==> src/sv/walsh_hadamard_despreader_macros.svh <==
// Assertion macros for the Walsh-Hadamard despreader.
`ifndef WALSH_HADAMARD_DESPREADER_MACROS_SVH
`define WALSH_HADAMARD_DESPREADER_MACROS_SVH

// Same-cycle implication, checked outside reset.
`define WHD_ASSERT_NOW(label, ante, cons, msg) \
	label: assert property (@(posedge clk) disable iff (!arst_n) (ante) |-> (cons)) \
		else $error(msg);

// Next-cycle implication, checked outside reset.
`define WHD_ASSERT_NEXT(label, ante, cons, msg) \
	label: assert property (@(posedge clk) disable iff (!arst_n) (ante) |=> (cons)) \
		else $error(msg);

`endif

==> src/sv/whd_pkg.sv <==
// Shared constants and types for the Walsh-Hadamard despreader.
`timescale 1ns / 1ps

package whd_pkg;

	localparam int MAX_USERS      = 16;
	localparam int USER_W         = 4;
	localparam int CHIP_W         = 6;
	localparam int ACC_W          = 10;
	localparam int NU_W           = 5;
	localparam int ML_W           = 13;
	localparam int SC_W           = 12;
	localparam int CFG_IDX_W      = 1;
	localparam int SHORT_CODE_LEN = 8;
	localparam int LONG_CODE_LEN  = 16;
	localparam int MAX_MSG_LEN    = 4096;

	typedef enum logic [CFG_IDX_W-1:0] {
		REG_NUM_USERS      = 1'b0,
		REG_MESSAGE_LENGTH = 1'b1
	} cfg_reg_t;

	// Per-cycle control broadcast to every cell.
	typedef struct packed {
		logic acc_en;   // chip accepted this cycle
		logic sym_end;  // accepted chip closes the symbol
		logic shift;    // result chain advances one user
	} cell_ctl_t;

endpackage

==> src/sv/whd_cell.sv <==
// One correlator cell: accumulator for one user plus one slot of the result chain.
`timescale 1ns / 1ps

module whd_cell import whd_pkg::*; (
	input  logic                     clk,
	input  logic                     arst_n,
	input  cell_ctl_t                ctl,
	input  logic signed [CHIP_W-1:0] chip,
	input  logic [USER_W-1:0]        pos,
	input  logic [USER_W-1:0]        user,
	input  logic                     slot_in,
	output logic                     slot_q
);

	logic signed [ACC_W-1:0] acc_q;
	logic signed [ACC_W-1:0] chip_x;
	logic signed [ACC_W-1:0] sum;
	logic                    neg;

	assign neg    = ^(user & pos);
	assign chip_x = ACC_W'(chip);
	assign sum    = neg ? (acc_q - chip_x) : (acc_q + chip_x);

	always_ff @(posedge clk or negedge arst_n) begin
		if (!arst_n) begin
			acc_q <= '0;
		end else if (ctl.acc_en) begin
			acc_q <= ctl.sym_end ? '0 : sum;
		end
	end

	// Decision loads the slot at symbol end; otherwise slots shift toward cell 0.
	always_ff @(posedge clk) begin
		if (ctl.acc_en && ctl.sym_end) begin
			slot_q <= ~sum[ACC_W-1] & (|sum);
		end else if (ctl.shift) begin
			slot_q <= slot_in;
		end
	end

endmodule

==> src/sv/whd_out.sv <==
// Result drain control: walks user index across one symbol's decided bits.
`timescale 1ns / 1ps

module whd_out import whd_pkg::*; (
	input  logic              clk,
	input  logic              arst_n,
	input  logic              load,
	input  logic [USER_W-1:0] users_m1,
	input  logic              msg_end_in,
	input  logic              out_ready,
	output logic              out_valid,
	output logic [USER_W-1:0] user_index,
	output logic              last_of_symbol,
	output logic              message_end,
	output logic              drain_free,
	output logic              shift
);

	logic              valid_q;
	logic [USER_W-1:0] idx_q;
	logic [USER_W-1:0] last_idx_q;
	logic              msg_end_q;
	logic              at_last;

	assign at_last        = (idx_q == last_idx_q);
	assign shift          = valid_q & out_ready;
	assign drain_free     = ~valid_q | (out_ready & at_last);
	assign out_valid      = valid_q;
	assign user_index     = idx_q;
	assign last_of_symbol = at_last;
	assign message_end    = msg_end_q;

	always_ff @(posedge clk or negedge arst_n) begin
		if (!arst_n) begin
			valid_q <= 1'b0;
			idx_q   <= '0;
		end else if (load) begin
			valid_q <= 1'b1;
			idx_q   <= '0;
		end else if (shift) begin
			if (at_last) begin
				valid_q <= 1'b0;
			end else begin
				idx_q <= idx_q + 1'b1;
			end
		end
	end

	always_ff @(posedge clk) begin
		if (load) begin
			last_idx_q <= users_m1;
			msg_end_q  <= msg_end_in;
		end
	end

endmodule

==> src/sv/walsh_hadamard_despreader.sv <==
// Top level of the multi-user Walsh-Hadamard CDMA despreader.
`timescale 1ns / 1ps
`include "walsh_hadamard_despreader_macros.svh"

// Usage:
//  - in channel (in_valid/in_ready, chip_value): one received chip per
//    transaction, sustained at one chip per clock unless in_ready drops.
//  - out channel (out_valid/out_ready): one decided bit per active user per
//    symbol, users in ascending order, one per clock with out_ready high.
//  - cfg channel (cfg_valid/cfg_ready, cfg_index, cfg_data): register writes,
//    always ready; write only while the block is idle.
//  - A row of MAX_USERS identical cells holds the accumulators; every cell
//    updates on each chip. At symbol end the cells latch their decisions
//    and the decisions shift down the row toward cell 0, one per result.
//  - Latency: first result of a symbol is valid the cycle after its last
//    chip is accepted; the rest follow one per cycle with out_ready high.
//  - Throughput: one chip per cycle. in_ready drops only on a chip that
//    closes a symbol while the previous symbol's results are still in the
//    row.
//  - Reset clears accumulators, chip position, symbol counter and the
//    output valid; registers return to 8 users and 16-symbol messages.
//  - A stalled receiver holds the current result; chips keep being taken
//    until the next symbol end needs the row.

module walsh_hadamard_despreader import whd_pkg::*; (
	input  logic                     clk,
	input  logic                     arst_n,
	input  logic                     in_valid,
	output logic                     in_ready,
	input  logic signed [CHIP_W-1:0] chip_value,
	output logic                     out_valid,
	input  logic                     out_ready,
	output logic [USER_W-1:0]        user_index,
	output logic                     bit_value,
	output logic                     last_of_symbol,
	output logic                     message_end,
	input  logic                     cfg_valid,
	output logic                     cfg_ready,
	input  logic [CFG_IDX_W-1:0]     cfg_index,
	input  logic [ML_W-1:0]          cfg_data
);

	// Configuration registers
	logic [NU_W-1:0]   num_users_q;
	logic [ML_W-1:0]   msg_len_q;

	// Symbol-level state
	logic [USER_W-1:0] chip_pos_q;
	logic [SC_W-1:0]   sym_cnt_q;

	logic [NU_W-1:0]   users_act;
	logic [USER_W-1:0] users_m1;
	logic              long_code;
	logic [USER_W-1:0] pos_last;
	logic              is_end;
	logic [ML_W-1:0]   msg_len_act;
	logic [ML_W-1:0]   sym_inc;
	logic              msg_end;
	logic              in_fire;
	logic              drain_free;
	logic              shift;
	cell_ctl_t         ctl;
	logic              slot [MAX_USERS];

	assign cfg_ready = 1'b1;

	always_ff @(posedge clk or negedge arst_n) begin
		if (!arst_n) begin
			num_users_q <= NU_W'(SHORT_CODE_LEN);
			msg_len_q   <= ML_W'(16);
		end else if (cfg_valid) begin
			unique case (cfg_reg_t'(cfg_index))
				REG_NUM_USERS:      num_users_q <= cfg_data[NU_W-1:0];
				REG_MESSAGE_LENGTH: msg_len_q   <= cfg_data;
				default:            ;
			endcase
		end
	end

	// Clamp the user count to 1..MAX_USERS; more than 8 users needs the long code.
	always_comb begin
		priority if (num_users_q == '0) begin
			users_act = NU_W'(1);
		end else if (num_users_q > NU_W'(MAX_USERS)) begin
			users_act = NU_W'(MAX_USERS);
		end else begin
			users_act = num_users_q;
		end
	end

	assign users_m1  = USER_W'(users_act - NU_W'(1));
	assign long_code = users_act > NU_W'(SHORT_CODE_LEN);
	assign pos_last  = long_code ? USER_W'(LONG_CODE_LEN - 1) : USER_W'(SHORT_CODE_LEN - 1);
	assign is_end    = chip_pos_q >= pos_last;

	// Clamp the message length to 1..4096.
	always_comb begin
		priority if (msg_len_q == '0) begin
			msg_len_act = ML_W'(1);
		end else if (msg_len_q > ML_W'(MAX_MSG_LEN)) begin
			msg_len_act = ML_W'(MAX_MSG_LEN);
		end else begin
			msg_len_act = msg_len_q;
		end
	end

	assign sym_inc = {1'b0, sym_cnt_q} + ML_W'(1);
	assign msg_end = sym_inc >= msg_len_act;

	// A symbol-closing chip needs the result row empty, or emptying this cycle.
	assign in_ready = ~is_end | drain_free;
	assign in_fire  = in_valid & in_ready;

	always_ff @(posedge clk or negedge arst_n) begin
		if (!arst_n) begin
			chip_pos_q <= '0;
			sym_cnt_q  <= '0;
		end else if (in_fire) begin
			if (is_end) begin
				chip_pos_q <= '0;
				sym_cnt_q  <= msg_end ? '0 : sym_inc[SC_W-1:0];
			end else begin
				chip_pos_q <= chip_pos_q + 1'b1;
			end
		end
	end

	assign ctl.acc_en  = in_fire;
	assign ctl.sym_end = is_end;
	assign ctl.shift   = shift;

	// Row of correlator cells; results move from cell u+1 to cell u on each shift.
	for (genvar u = 0; u < MAX_USERS; u++) begin : g_cell
		logic nxt;
		if (u == MAX_USERS - 1) begin : g_tail
			assign nxt = 1'b0;
		end else begin : g_mid
			assign nxt = slot[u+1];
		end
		whd_cell u_cell (
			.clk     (clk),
			.arst_n  (arst_n),
			.ctl     (ctl),
			.chip    (chip_value),
			.pos     (chip_pos_q),
			.user    (USER_W'(u)),
			.slot_in (nxt),
			.slot_q  (slot[u])
		);
	end

	whd_out u_out (
		.clk            (clk),
		.arst_n         (arst_n),
		.load           (in_fire & is_end),
		.users_m1       (users_m1),
		.msg_end_in     (msg_end),
		.out_ready      (out_ready),
		.out_valid      (out_valid),
		.user_index     (user_index),
		.last_of_symbol (last_of_symbol),
		.message_end    (message_end),
		.drain_free     (drain_free),
		.shift          (shift)
	);

	assign bit_value = slot[0];

	// Checks
	`WHD_ASSERT_NEXT(a_sym_end_loads, in_fire && is_end,
		out_valid && (user_index == '0), "symbol end did not start a result drain")
	`WHD_ASSERT_NEXT(a_drain_done, out_valid && out_ready && last_of_symbol && !(in_fire && is_end),
		!out_valid, "result drain did not stop after the last user")
	`WHD_ASSERT_NEXT(a_pos_step, in_fire && !is_end,
		chip_pos_q == $past(chip_pos_q) + 1'b1, "chip position did not advance")
	`WHD_ASSERT_NOW(a_no_overrun, in_valid && is_end && out_valid && !out_ready,
		!in_ready, "symbol end taken while results still pending")

endmodule

==> config.mk <==
export PLATFORM = sky130hd
export DESIGN_NAME = walsh_hadamard_despreader
export DESIGN_NICKNAME = d
export VERILOG_FILES = /design/src/sv/whd_pkg.sv /design/src/sv/whd_cell.sv /design/src/sv/whd_out.sv /design/src/sv/walsh_hadamard_despreader.sv
export VERILOG_INCLUDE_DIRS = /design/src /design/src/sv
export SDC_FILE = /design/constraint.sdc
export NUM_CORES = 1
export LEC_CHECK = 0
export BUFFER_PORTS_ARGS = -buffer_cell sky130_fd_sc_hd__buf_2
export CAP_MARGIN = 20
export CORE_MARGIN = 1
export CORE_UTILIZATION = 45
export CTS_CLUSTER_DIAMETER = 120
export DETAILED_ROUTE_END_ITERATION = 10
export GPL_ROUTABILITY_DRIVEN = 0
export SLEW_MARGIN = 0
export SYNTH_ARGS = -nofsm -noshare
export SYNTH_HDL_FRONTEND = slang
export SYNTH_SLANG_ARGS = --single-unit
==> constraint.sdc <==
create_clock -name clk -period 9.2 [get_ports clk]
set_input_delay 0.92 -clock clk [delete_from_list [all_inputs] [get_ports clk]]
set_output_delay 0.92 -clock clk [all_outputs]
set_load 0.1 [all_outputs]
Word-level counts from Yosys, hierarchy flattened:

Index checks and enable logic that the tools add are counted.

* bits in registers: 220
* word-level logic and storage cells: 241

* add/subtract/negate cells: 35
* $lt $le $gt $ge: 5
* eq/ne operators: 2
* multiplexer cells: 76
* bitwise logic cells: 41
* reductions and logical operators: 42

Operator list (number)
* two-way mux 10 bit: 31
* adder 10 x 6 -> 10 bit: 16
* OR reduction 10 bit: 16
* subtractor 10 x 6 -> 10 bit: 15
* parity 4 bit: 15
* two-way mux 1 bit: 35
* two-way mux 13 bit: 2
* AND 1 bit: 20
* two-way mux 4 bit: 5
* inverter 1 bit: 19
* adder 12 x 1 -> 13 bit, second input constant: 1
* >= comparator 13 bit: 1
* greater-than comparator 13 bit, second input constant: 1
* logical NOT 13 bit: 1
* two-way mux 12 bit: 1
* two-way mux 5 bit: 2
* AND reduction 2 bit: 5
* adder 4 x 1 -> 4 bit, second input constant: 2
* nonzero test 2 bit: 3
* greater-than comparator 5 x 4 -> 1 bit, second input constant: 1
* greater-than comparator 5 bit, second input constant: 1
* logical NOT 5 bit: 1
* == test 4 bit: 1
* >= comparator 4 bit: 1
* other kinds (4): 5

Depth between registers and ports, before layout:

Gate-level depths: netlist (run 1).

* depth after elaboration: 12
* depth in mapped cells: 15

Hierarchy:

Synthesis (run 1) repeated with hierarchy kept, for this count alone.

* cell total of the unflattened synthesis: 2301
* area total of the unflattened synthesis: 19671.4 µm²

By module, submodules not included
* whd_cell (g_cell[10].u_cell ...): instances 12, cells an instance 129, area an instance 1079.8 µm²
* whd_cell (g_cell[0].u_cell ...): instances 4, cells an instance 128, area an instance 1051.0 µm²
* walsh_hadamard_despreader: instances 1, cells an instance 208, area an instance 2062.0 µm²
* whd_out: instances 1, cells an instance 33, area an instance 447.9 µm²

Least setup slack after synthesis (run 1):

No wires, ideal clock.

* path type: reg-to-reg
* start point: register u_out.idx_q[0] (netlist: u_out.user_index[0])
* end point: register g_cell[11].u_cell.acc_q[0]
* setup time: 0.141 ns
* arrival: 3.929 ns
* data required time: 9.059 ns
* setup slack: 5.130 ns
* cell stages (with the launch flop): 8
* buffers on the path: 2
* clock period less this slack: 4.070 ns
* cells stage by stage: dfrtp_1 xnor2_1 nand4_1 o211ai_1 and2_0 clkbuf_1 buf_1 o22ai_1

* cells in the longest elaborated chain, start to end: 5

RTL lines
* start: declaration: line whd_out.sv:20 `logic [USER_W-1:0] idx_q;`
* start signal: assignment: line whd_out.sv:44 `idx_q <= idx_q + 1'b1;`
* == test 4 bit: line whd_out.sv:25 `assign at_last = (idx_q == last_idx_q);`
* AND 1 bit: line whd_out.sv:27 `assign drain_free = ~valid_q | (out_ready & at_last);`
* OR 1 bit: line whd_out.sv:27
* OR 1 bit: line walsh_hadamard_despreader.sv:111 `assign in_ready = ~is_end | drain_free;`
* via in_ready: line walsh_hadamard_despreader.sv:29 `output logic in_ready,`
* AND 1 bit: line walsh_hadamard_despreader.sv:112 `assign in_fire = in_valid & in_ready;`
* end signal: assignment: line whd_cell.sv:28 `acc_q <= ctl.sym_end ? '0 : sum;`
* end: declaration: line whd_cell.sv:15 `logic signed [ACC_W-1:0] acc_q;`

The timed path passes the listed nets, and every way through them passes these cells.
A chain may end at the register's enable or synchronous reset.

Worst setup path after layout (run 1):

* start point: register chip_pos_q[1]
* end point: register g_cell[15].u_cell.slot_q (data pin)

* cells in the longest elaborated chain, start to end: 6
* elaborated cells on any way between the ends: 11
* those cells by class: order compare (1); mux (2); bitwise (5); reduce/logical (3)

RTL lines
* start: declaration: line walsh_hadamard_despreader.sv:48 `logic [USER_W-1:0] chip_pos_q;`
* start signal: assignment: line walsh_hadamard_despreader.sv:123 `chip_pos_q <= chip_pos_q + 1'b1;`
* >= comparator 4 bit: line walsh_hadamard_despreader.sv:94 `assign is_end = chip_pos_q >= pos_last;`
* inverter 1 bit: line walsh_hadamard_despreader.sv:111
* OR 1 bit: line walsh_hadamard_despreader.sv:111
* AND 1 bit: line walsh_hadamard_despreader.sv:112
* logical AND 1 bit: line whd_cell.sv:34 `if (ctl.acc_en && ctl.sym_end) begin`
* two-way mux 1 bit (*): line whd_cell.sv:34
* end signal: assignment: line whd_cell.sv:35 `slot_q <= ~sum[ACC_W-1] & (|sum);`
* end signal: assignment: line whd_cell.sv:37 `slot_q <= slot_in;`
* end: declaration: line whd_cell.sv:12 `output logic slot_q`

Every way passes the cells marked *; elsewhere a longest branch is shown, timed or not.

==> results.md, run 1 <==
- Status: finished, final reports clean
- Fmax: 0.215 GHz
- Yosys top cell area share: 29.7%
- Top FF cell, synth: dfrtp_1
- Max_cap viols: 0
- Critical path's top delay family: simple AND/OR/NAND/NOR gates
- Clock Latency Late Sink: between 0.5 and 0.6 ns
- Fin worst setup slack: about 4.6 ns
- Crit path max fanout: 15
- Post-synthesis adder-cell area fraction: 14.4%
- Number of library cell types mapped by synthesis: between 50 and 60
- Min-Delay Path Class: primary input to asynchronous set/reset pin
- Final HPWL DP: 26.7 mm
- Antenna diode count: 0
- CTS resizes: 0
- Post-Syn Instances: 1776
- Most common library cells after synthesis: dfrtp_1 (197), xnor2_1 (167), ha_1 (165)
- Die height: 194 microns
- Mapped Nets: a little under 2k
- Clk buf depth: 3
- Ranking of synthesized cells by area: dfrtp_1 (30%), ha_1 (12%), xnor2_1 (8.8%)
- I/O pin total: 35
- Vias in the first global route: 13.2k
- Tightest Pin Transition: slightly above 1 ns
- Remaining global-route overflow: 0
- RSZ-0062 raised after global routing: false
- Starting Density: 46.2%
- Number of synthesized register bits: 220
- Slew margin rel.: a little under a third
- Largest family of logic cells by synthesized area: compound AO/OA/AOI/OAI gates
- # hold bufs at CTS: 0
- Area Growth Syn to Fin: 9.61%
- WP data arrival: about 5 ns
- Crit-path slowest cell: xnor2_1
- Die area: 37600 sq um
- Largest stage delay, worst path: 0.85 ns
- Row count: 69
- Clock root buffer: clkbuf_16
- Layout Skew: approximately 0.022 ns
- Endpoints failing setup: 0
- Setup TNS: 0 ns
- Largest net degree at the start of global routing: 85
- CP Cell Sequence: ha_1 > xnor2_1 > nor2_1 > a21oi_1 > ha_1 > nor2b_1 > o21a_1 > nor2_1 > xnor2_1 > or4bb_1 > nor4_1 > a31oi_1
- Fraction of registers with async set/reset: 90.5%
- Yosys top cell by area: dfrtp_1
- Worst setup SP type: flop
- Final hold vios: 0
- PortBufs: 33
- First-pass DRT Iterations: 7
- Worst Setup End Kind: flop
- Post-DR wirelength/cell: roughly 18 microns
- Cts bufs inserted: 27
- # fillers: 3329
- Critical path class: flop to flop
- CTS sink count: 220
- Setup Buffers After CTS: 0
- Seq/Total Area, Yosys: 33.9%
- Mapped cell area: ~17000 sq um
- GR Util All Layers: 22.4%
- DP Worst Slack: 4.12 ns
- Number of flops mapped to enable cells by yosys: 21
- Vias per cell: 5.80
- Slew Limit Fails: 0
- First-pass GRT wire length: 68.5 mm
- Most frequent cell after synthesis: dfrtp_1
- Syn Area/Cell: 9.33 sq um
- Post-route antenna net violation count: 0
- Residual DRC: 0
- Synth Area in XOR/XNOR: between 10% and 20%
- Fin nets: 1984
- Drt first-iter violations: 629
- H-Tree Depth: 1
- Clk slew on worst S/H paths: 0.06 ns
- Detailed Route WL: roughly 42 mm
- Post-Synth Simple-Gate Area: 12.3%
- Synth warnings: 0
- Crit path buf inv count: 0
- Minimum clock period: 4.64 ns
- Post-synthesis mux area share: around 3.6%
- Synth Area in Compound Gates: between 20 and 25%
- Vias: 13.1k
- CTS tree: yes
- Ratio of cells with drive above 1 in the final layout: 8.17%
- Final period util: roughly half
- Initial antenna violation count: 0
- Required time of the critical path: ~9.5 ns
- Layout Utilization: 50.6%
- Core box area: 35900 sq um
- Die W: 194 microns
-- layout by cell type, fill, tap and decap left out, drive strengths merged, types with 35 or more instances in the layout --
| master | instances |
|---|---|
| dfrtp | 197 |
| xnor2 | 167 |
| ha | 165 |
| nor2 | 144 |
| nand2 | 117 |
| a21oi | 110 |
| o21ai | 106 |
| a22o | 91 |
| inv | 76 |
| xor2 | 58 |
| buf | 49 |
| a21o | 44 |
| nor2b | 35 |
| o21a | 35 |
| clkbuf | 35 |
-- layout make-up --
| type | count | area (sq um) | area share, % |
|---|---|---|---|
| clock buffer | 34 | 762 | 4.19 |
| clock inverter | 16 | 215 | 1.18 |
| inverter | 75 | 282 | 1.55 |
| multi-input combinational | 1404 | 10400 | 57.2 |
| sequential | 220 | 5610 | 30.9 |
| tap | 461 | 577 | 3.17 |
| timing repair buffer | 50 | 322 | 1.77 |
-- sequential cells by signal, summed over array words and instances (netlist names) --
name                  cells
chip_pos_q                4
g_cell.u_cell.acc_q     160
g_cell.u_cell.slot_q     16
msg_len_q                13
num_users_q               5
sym_cnt_q                12
u_out.last_idx_q          4
u_out.message_end         1
u_out.out_valid           1
u_out.user_index          4
-- path summary, 6_finish.rpt --
path	startpoint	to	slack, ns	cells after the start
min in group clk	g_cell[13].u_cell.acc_q[3]	g_cell[13].u_cell.acc_q[3]	0.48	2
hold reg to reg	g_cell[13].u_cell.acc_q[3]	g_cell[13].u_cell.acc_q[3]	0.48	2
setup / recovery	chip_pos_q[1]	g_cell[15].u_cell.slot_q	4.56	12
setup reg to reg	chip_pos_q[1]	g_cell[15].u_cell.slot_q	4.56	12
hold / removal	arst_n	g_cell[1].u_cell.acc_q[4]	0.38	1
max in group asynchronous	arst_n	g_cell[10].u_cell.acc_q[2]	7.39	2
-- cells by family after synthesis --
logic type               after synthesis
adder cells (fa/ha/maj)              181
buffers and inverters                152
flip-flops                           220
AND/OR/NAND/NOR                      434
AO/OA/AOI/OAI                        507
other                                  1
multiplexers                          55
XOR/XNOR                             226
-- per-layer routing --
metal,track usage (%),routed length [microns],vias up
li1,-,-,6379
met1,30.1,19600,6477
met2,38.5,19800,197
met3,2.24,1360,60
met4,5.97,864,0
met5,0,0,-
-- stage by stage --
step	instances	instance area [sq um]	hold slack, ns
6_report	2260	18200	0.378
3_5_place_dp	2209	17200	0.475
3_3_place_gp	2209	17200	0.469
2_1_floorplan	1776	16600	0.454
5_1_grt	2260	18200	0.418
4_1_cts	2259	18100	0.384
Power of run 1 is not shown: default switching activity piles up to over one toggle a cycle in this logic, so the estimate is an artifact.
==> run 2, diff against run 1 <==
==> constraint.sdc (replaced) <==
create_clock -name clk -period 3.77 [get_ports clk]
set_input_delay 0.377 -clock clk [delete_from_list [all_inputs] [get_ports clk]]
set_output_delay 0.377 -clock clk [all_outputs]
set_load 0.1 [all_outputs]
==> run 2 against run 1 <==
Against the previous run:
- core utilization rose by 1.1 points
- die area did not move
- cell area increased by 2.3%
- critical endpoint is now g_cell[3].u_cell.slot_q
==> results.md, run 2 (same netlist as run 1, synthesis figures left out) <==
- Status: finished, final reports clean
- PortBufs: 33 (unchanged)
- Slew Limit Fails: 0 (unchanged)
- Setup TNS: 0 ns (unchanged)
- Critical path's top delay family: simple AND/OR/NAND/NOR gates
- Vias: 13.2k (+0.60%)
- Clk slew on worst S/H paths: 0.06 ns (about the same)
- Initial antenna violation count: 0 (unchanged)
- Setup Buffers After CTS: 0 (unchanged)
- First-pass DRT Iterations: 6 (-1)
- Cts bufs inserted: 27 (unchanged)
- # fillers: 3346 (+0.51%)
- Largest stage delay, worst path: 0.47 ns (-0.38 ns)
- Final HPWL DP: 29.2 mm (+9.2%)
- I/O pin total: 35 (unchanged)
- Final period util: 97.3% (+47 points)
- Endpoints failing setup: 0 (unchanged)
- GR Util All Layers: 22.9% (+0.50 points)
- Vias per cell: 5.74 (-1.1%)
- H-Tree Depth: 1 (unchanged)
- DP Worst Slack: 0.0525 ns (-4.07 ns)
- CTS sink count: 220 (unchanged)
- Slew margin rel.: 39.2% (+8.5 points)
- Clock root buffer: clkbuf_16
- Die height: 194 microns (unchanged)
- Crit path max fanout: 10 (-5)
- Layout Skew: 0.0120 ns (-0.0103 ns)
- Vias in the first global route: 13.4k (+1.6%)
- Most frequent cells in the layout: dfrtp_1 (193), xnor2_1 (167), ha_1 (165), nor2_1 (144), nand2_1 (115)
- RSZ-0062 raised after global routing: false
- Worst Setup End Kind: flop
- Antenna diode count: 0 (unchanged)
- Min-Delay Path Class: primary input to flop
- Largest Register: g_cell.u_cell.acc_q
- First-pass GRT wire length: 69.9 mm (+2.0%)
- Fmax: 0.273 GHz (+27%)
- Clk buf depth: 3 (unchanged)
- Die area: 37600 sq um (unchanged)
- Tightest Pin Transition: 0.911 ns (-0.128 ns)
- Fin nets: 2024 (+2.0%)
- Row count: 69 (unchanged)
- Core box area: 35900 sq um (unchanged)
- Critical path class: flop to flop
- CTS tree: yes
- CP Cell Sequence: ha_1 > buf_4 > mux2_2 > fa_1 > nand2b_1 > nand2_1 > a21oi_1 > xnor2_1 > or4_1 > or3_1 > o31a_1
- Residual DRC: 0 (unchanged)
- Largest net degree at the start of global routing: 105 (+24%)
- Worst setup SP type: flop
- Die W: 194 microns (unchanged)
- Crit-path slowest cell: ha_1
- Fin worst setup slack: 0.102 ns (-4.45 ns)
- Max_cap viols: 0 (unchanged)
- Max reg flops: 160 (unchanged)
- Detailed Route WL: 42.5 mm (+2.1%)
- Area Growth Syn to Fin: 12.1%
- Required time of the critical path: 4.08 ns (-5.40 ns)
- Final hold vios: 0 (unchanged)
- Ratio of cells with drive above 1 in the final layout: 10.3% (+2.1 points)
- WP data arrival: 3.98 ns (-0.95 ns)
- Post-route cell area: 18600 sq um (+2.3%)
- Starting Density: 46.2% (unchanged)
- Drt first-iter violations: 638 (+1.4%)
- Minimum clock period: 3.67 ns (-0.976 ns)
- Commonest non-fill, non-tap cell in the layout: dfrtp_1
- Post-DR wirelength/cell: 18.5 microns (+0.33%)
- Placed instance area: 17600 sq um (+2.3%)
- Crit path buf inv count: 1 (+1)
- Clock Latency Late Sink: 0.56 ns (about the same)
- Biggest regs: g_cell.u_cell.acc_q: 160 flops, g_cell.u_cell.slot_q: 16 flops, msg_len_q: 13 flops
- Remaining global-route overflow: 0 (unchanged)
- Post-route antenna net violation count: 0 (unchanged)
run 2: changes by cell type in the layout (fill, tap and decap cells not counted), sizes merged:
cell	delta
clkinv	-2
inv	-1
bufinv	+2
dlygate4sd3	+1
buf	+38
clkbuf	+1
run 2: worst register-to-register path, delay by kind of cell (launching register included):
family,cells,cell delay [ns]
DFF,1,0.38
buffers and inverters,1,0.26
muxes,1,0.38
AOI/OAI and AO/OA,2,0.33
and+or+nand+nor,4,1.01
xor gates and xnor gates,1,0.15
adders and majority gates,2,0.90
run 2: metrics by stage:
step / hold slack [ns] / util, % / std cells
after floorplan: 0.0814 / - / 1776
after global placement: 0.471 / 48.9 / 2249
after detailed placement: 0.478 / 48.9 / 2249
after CTS: 0.0376 / 51.7 / 2299
after global routing: 0.0403 / 51.7 / 2299
final: 0.0564 / 51.7 / 2299
run 2: metal layers:
metal / up-vias / track usage (%) / part of all wire (%)
met3: 76 / 2.63 / 3.8
met1: 6397 / 31.7 / 49
li1: 6480 / - / -
met4: 0 / 7.08 / 3.0
met2: 239 / 37.5 / 45
met5: - / 0 / 0
run 2: path summary, 6_finish.rpt:
| check | startpoint | endpoint | slack, ns | depth (start not counted) |
|---|---|---|---|---|
| min in group asynchronous | arst_n | msg_len_q[12] | 0.51 | 2 |
| max reg2reg | chip_pos_q[1] | g_cell[3].u_cell.slot_q | 0.10 | 11 |
| min reg2reg | g_cell[13].u_cell.acc_q[4] | g_cell[13].u_cell.acc_q[4] | 0.49 | 2 |
| max in group asynchronous | arst_n | g_cell[15].u_cell.acc_q[4] | 2.40 | 3 |
| min | cfg_data[7] | msg_len_q[7] | 0.06 | 2 |
| max | chip_pos_q[1] | g_cell[3].u_cell.slot_q | 0.10 | 11 |
run 2: what timing repair did:
| action | in CTS | in global routing |
|---|---|---|
| gates resized for setup | 0 | 1 |
| setup endpoints to repair | 0 | 1 |
| hold buffers | 1 | 0 |
| endpoints found under the hold margin | 34 | 0 |
run 2: final cells by class:
cell class / instances / area, sq um / area share, %
Multi-Input combinational cell: 1404 / 10400 / 56.0
Clock buffer: 34 / 752 / 4.05
Tap cell: 461 / 577 / 3.10
Clock inverter: 15 / 255 / 1.37
Timing Repair Buffer: 90 / 694 / 3.74
Sequential cell: 220 / 5620 / 30.2
Inverter: 75 / 282 / 1.52
Power of run 2 is left out for the same reason.
==> run 3, diff against run 2 <==
--- a/config.mk
+++ b/config.mk
@@ -9,10 +9,12 @@
 export BUFFER_PORTS_ARGS = -buffer_cell sky130_fd_sc_hd__buf_2
 export CAP_MARGIN = 20
 export CORE_MARGIN = 1
-export CORE_UTILIZATION = 45
+export CORE_UTILIZATION = 58
 export CTS_CLUSTER_DIAMETER = 120
 export DETAILED_ROUTE_END_ITERATION = 10
 export GPL_ROUTABILITY_DRIVEN = 0
+export PLACE_DENSITY = 0.78
+export REMOVE_ABC_BUFFERS = 1
 export SLEW_MARGIN = 0
 export SYNTH_ARGS = -nofsm -noshare
 export SYNTH_HDL_FRONTEND = slang
==> run 3 against run 2 <==
Against the previous run:
- final cell count shrank 3.8%
- clock skew grew 0.00077 ns
- critical path depth shrank 2
- critical path type unchanged
==> results.md, run 3 (same netlist as run 1, synthesis figures left out) <==
- Status: finished, final reports clean
- Setup TNS: 0 ns (unchanged)
- Post-DR wirelength/cell: 18.9 microns (+2.3%)
- Tightest Pin Transition: 0.954 ns (+0.0430 ns)
- CTS sink count: 220 (unchanged)
- Commonest non-fill, non-tap cell in the layout: dfrtp_1
- Min-Delay Path Class: primary input to flop
- Multi-input logic area: 10400 sq um (about the same)
- Row count: 61 (-12%)
- Die height: 171 microns (-12%)
- Slew Limit Fails: 0 (unchanged)
- # fillers: 2214 (-34%)
- Crit-path slowest cell: or4_1
- Minimum clock period: 3.55 ns (-0.121 ns)
- Worst Setup End Kind: flop
- Slew margin rel.: 36.4% (-2.9 points)
- CTS tree: yes
- Layout Utilization: 65.5% (+14 points)
- PortBufs: 33 (unchanged)
- First-pass DRT Iterations: 5 (-1)
- Biggest regs: g_cell.u_cell.acc_q: 160 flops, g_cell.u_cell.slot_q: 16 flops, msg_len_q: 13 flops
- Clock Latency Late Sink: 0.54 ns (-0.02 ns)
- First-pass GRT wire length: 68.2 mm (-2.3%)
- Ratio of cells with drive above 1 in the final layout: 9.49% (-0.79 points)
- Required time of the critical path: 4.04 ns (-0.04 ns)
- GR Util All Layers: 29.3% (+6.4 points)
- Worst setup SP type: flop
- Endpoints failing setup: 0 (unchanged)
- Critical path class: flop to flop
- Remaining global-route overflow: 0 (unchanged)
- Initial antenna violation count: 0 (unchanged)
- Drt first-iter violations: 967 (+52%)
- Residual DRC: 0 (unchanged)
- Clk buf depth: 3 (unchanged)
- H-Tree Depth: 1 (unchanged)
- Seq. cell area: 5610 sq um (-0.13%)
- Routed wl met2: 19.6 mm (+3.7%)
- Vias per cell: 6.15 (+7.2%)
- Antenna diode count: 0 (unchanged)
- Crit path max fanout: 6 (-4)
- Starting Density: 59.3% (+13 points)
- Final HPWL DP: 28.5 mm (-2.2%)
- Post-route antenna net violation count: 0 (unchanged)
- Largest Register: g_cell.u_cell.acc_q
- WP data arrival: 3.82 ns (-0.16 ns)
- CP Cell Sequence: ha_1 > xor2_1 > mux2_2 > fa_1 > xor2_1 > nand3_1 > or4_1 > nor3_1 > a31oi_1
- Largest net degree at the start of global routing: 80 (-24%)
- Die area: 29300 sq um (-22%)
- Most frequent cells in the layout: dfrtp_1 (197), xnor2_1 (167), ha_1 (165), nor2_1 (143), nand2_1 (115)
- DRT met1 WL: 18.4 mm (-11%)
- Clock root buffer: clkbuf_16
- Clk slew on worst S/H paths: 0.06 ns (about the same)
- Vias in the first global route: 13.7k (+2.1%)
- Area Growth Syn to Fin: 10.3%
- Vias: 13.6k (+3.1%)
- Max_cap viols: 0 (unchanged)
- Core box area: 27900 sq um (-22%)
- Met3 wire len: 2.29 mm (+43%)
- Largest stage delay, worst path: 0.52 ns (+0.05 ns)
- Detailed Route WL: 41.8 mm (-1.6%)
- Fmax: 0.282 GHz (+3.4%)
- Top Layer Used: met4
- Critical path's top delay family: adder cells
- RSZ-0062 raised after global routing: false
- Final period util: 94.1% (-3.2 points)
- Critical Path Most Common Cell: xor2_1
- Crit path buf inv count: 0 (-1)
- Max reg flops: 160 (unchanged)
- Cts bufs inserted: 26 (-3.7%)
- Final hold vios: 0 (unchanged)
- Die W: 171 microns (-12%)
- Layout Skew: 0.0128 ns (+0.000765 ns)
- Fin nets: 2020 (-0.20%)
- I/O pin total: 35 (unchanged)
-- run 3: cell count changes in the layout (fill, tap and decap cells not counted), moves of 2 or more --
cell,delta
clkinv_2,-4
clkbuf_8,+2
clkbuf_1,+7
dfrtp_1,+4
dfrtp_2,-3
bufinv_16,-6
buf_4,-2
-- run 3: worst register-to-register path, stage by stage (launching register included) --
cell and delay [ns]:
dfrtp_1 0.39, ha_1 0.50, xor2_1 0.28, mux2_2 0.42, fa_1 0.44, xor2_1 0.24
nand3_1 0.11, or4_1 0.52, nor3_1 0.26, a31oi_1 0.11
-- run 3: path summary, 6_finish.rpt --
check | startpoint | end | slack [ns] | cells past startpoint
min | cfg_data[8] | msg_len_q[8] | 0.08 | 2
max reg2reg | chip_pos_q[0] | g_cell[7].u_cell.slot_q | 0.22 | 9
min in group asynchronous | arst_n | sym_cnt_q[9] | 0.43 | 2
min reg2reg | g_cell[12].u_cell.acc_q[7] | g_cell[12].u_cell.acc_q[7] | 0.49 | 2
max | chip_pos_q[0] | g_cell[7].u_cell.slot_q | 0.22 | 9
max in group asynchronous | arst_n | g_cell[1].u_cell.acc_q[6] | 2.39 | 3
-- run 3: layout make-up --
type | count | area share (%)
Multi-Input combinational cell | 1404 | 56.9
Sequential cell | 220 | 30.7
Clock buffer | 43 | 4.41
Timing Repair Buffer | 87 | 3.59
Tap cell | 378 | 2.59
Inverter | 75 | 1.54
Clock inverter | 4 | 0.260
-- run 3: through the flow --
step | worst slack [ns] | std cells | hold slack (ns) | cell area (sq um)
2_1_floorplan | -2.32 | 1699 | 0.0814 | 16300
3_3_place_gp | 0.200 | 2163 | 0.437 | 17400
3_5_place_dp | 0.125 | 2163 | 0.449 | 17400
4_1_cts | 0.117 | 2211 | 0.0664 | 18300
5_1_grt | 0.00620 | 2211 | 0.0755 | 18300
6_report | 0.222 | 2211 | 0.0811 | 18300
-- run 3: layer usage --
layer | global-route usage [%] | up-vias
met3 | 3.54 | 103
met2 | 49.6 | 384
met4 | 10.2 | 0
li1 | - | 6456
met5 | 0 | -
met1 | 38.6 | 6655
-- run 3: repair_timing --
item / 4_1_cts / 5_1_grt
buffers inserted: 0 / 0
gates resized for setup: 0 / 2
endpoints found under the hold margin: 71 / 0
endpoints found under the setup margin: 0 / 7
hold buffers: 1 / 0
Power of run 3 is left out for the same reason.
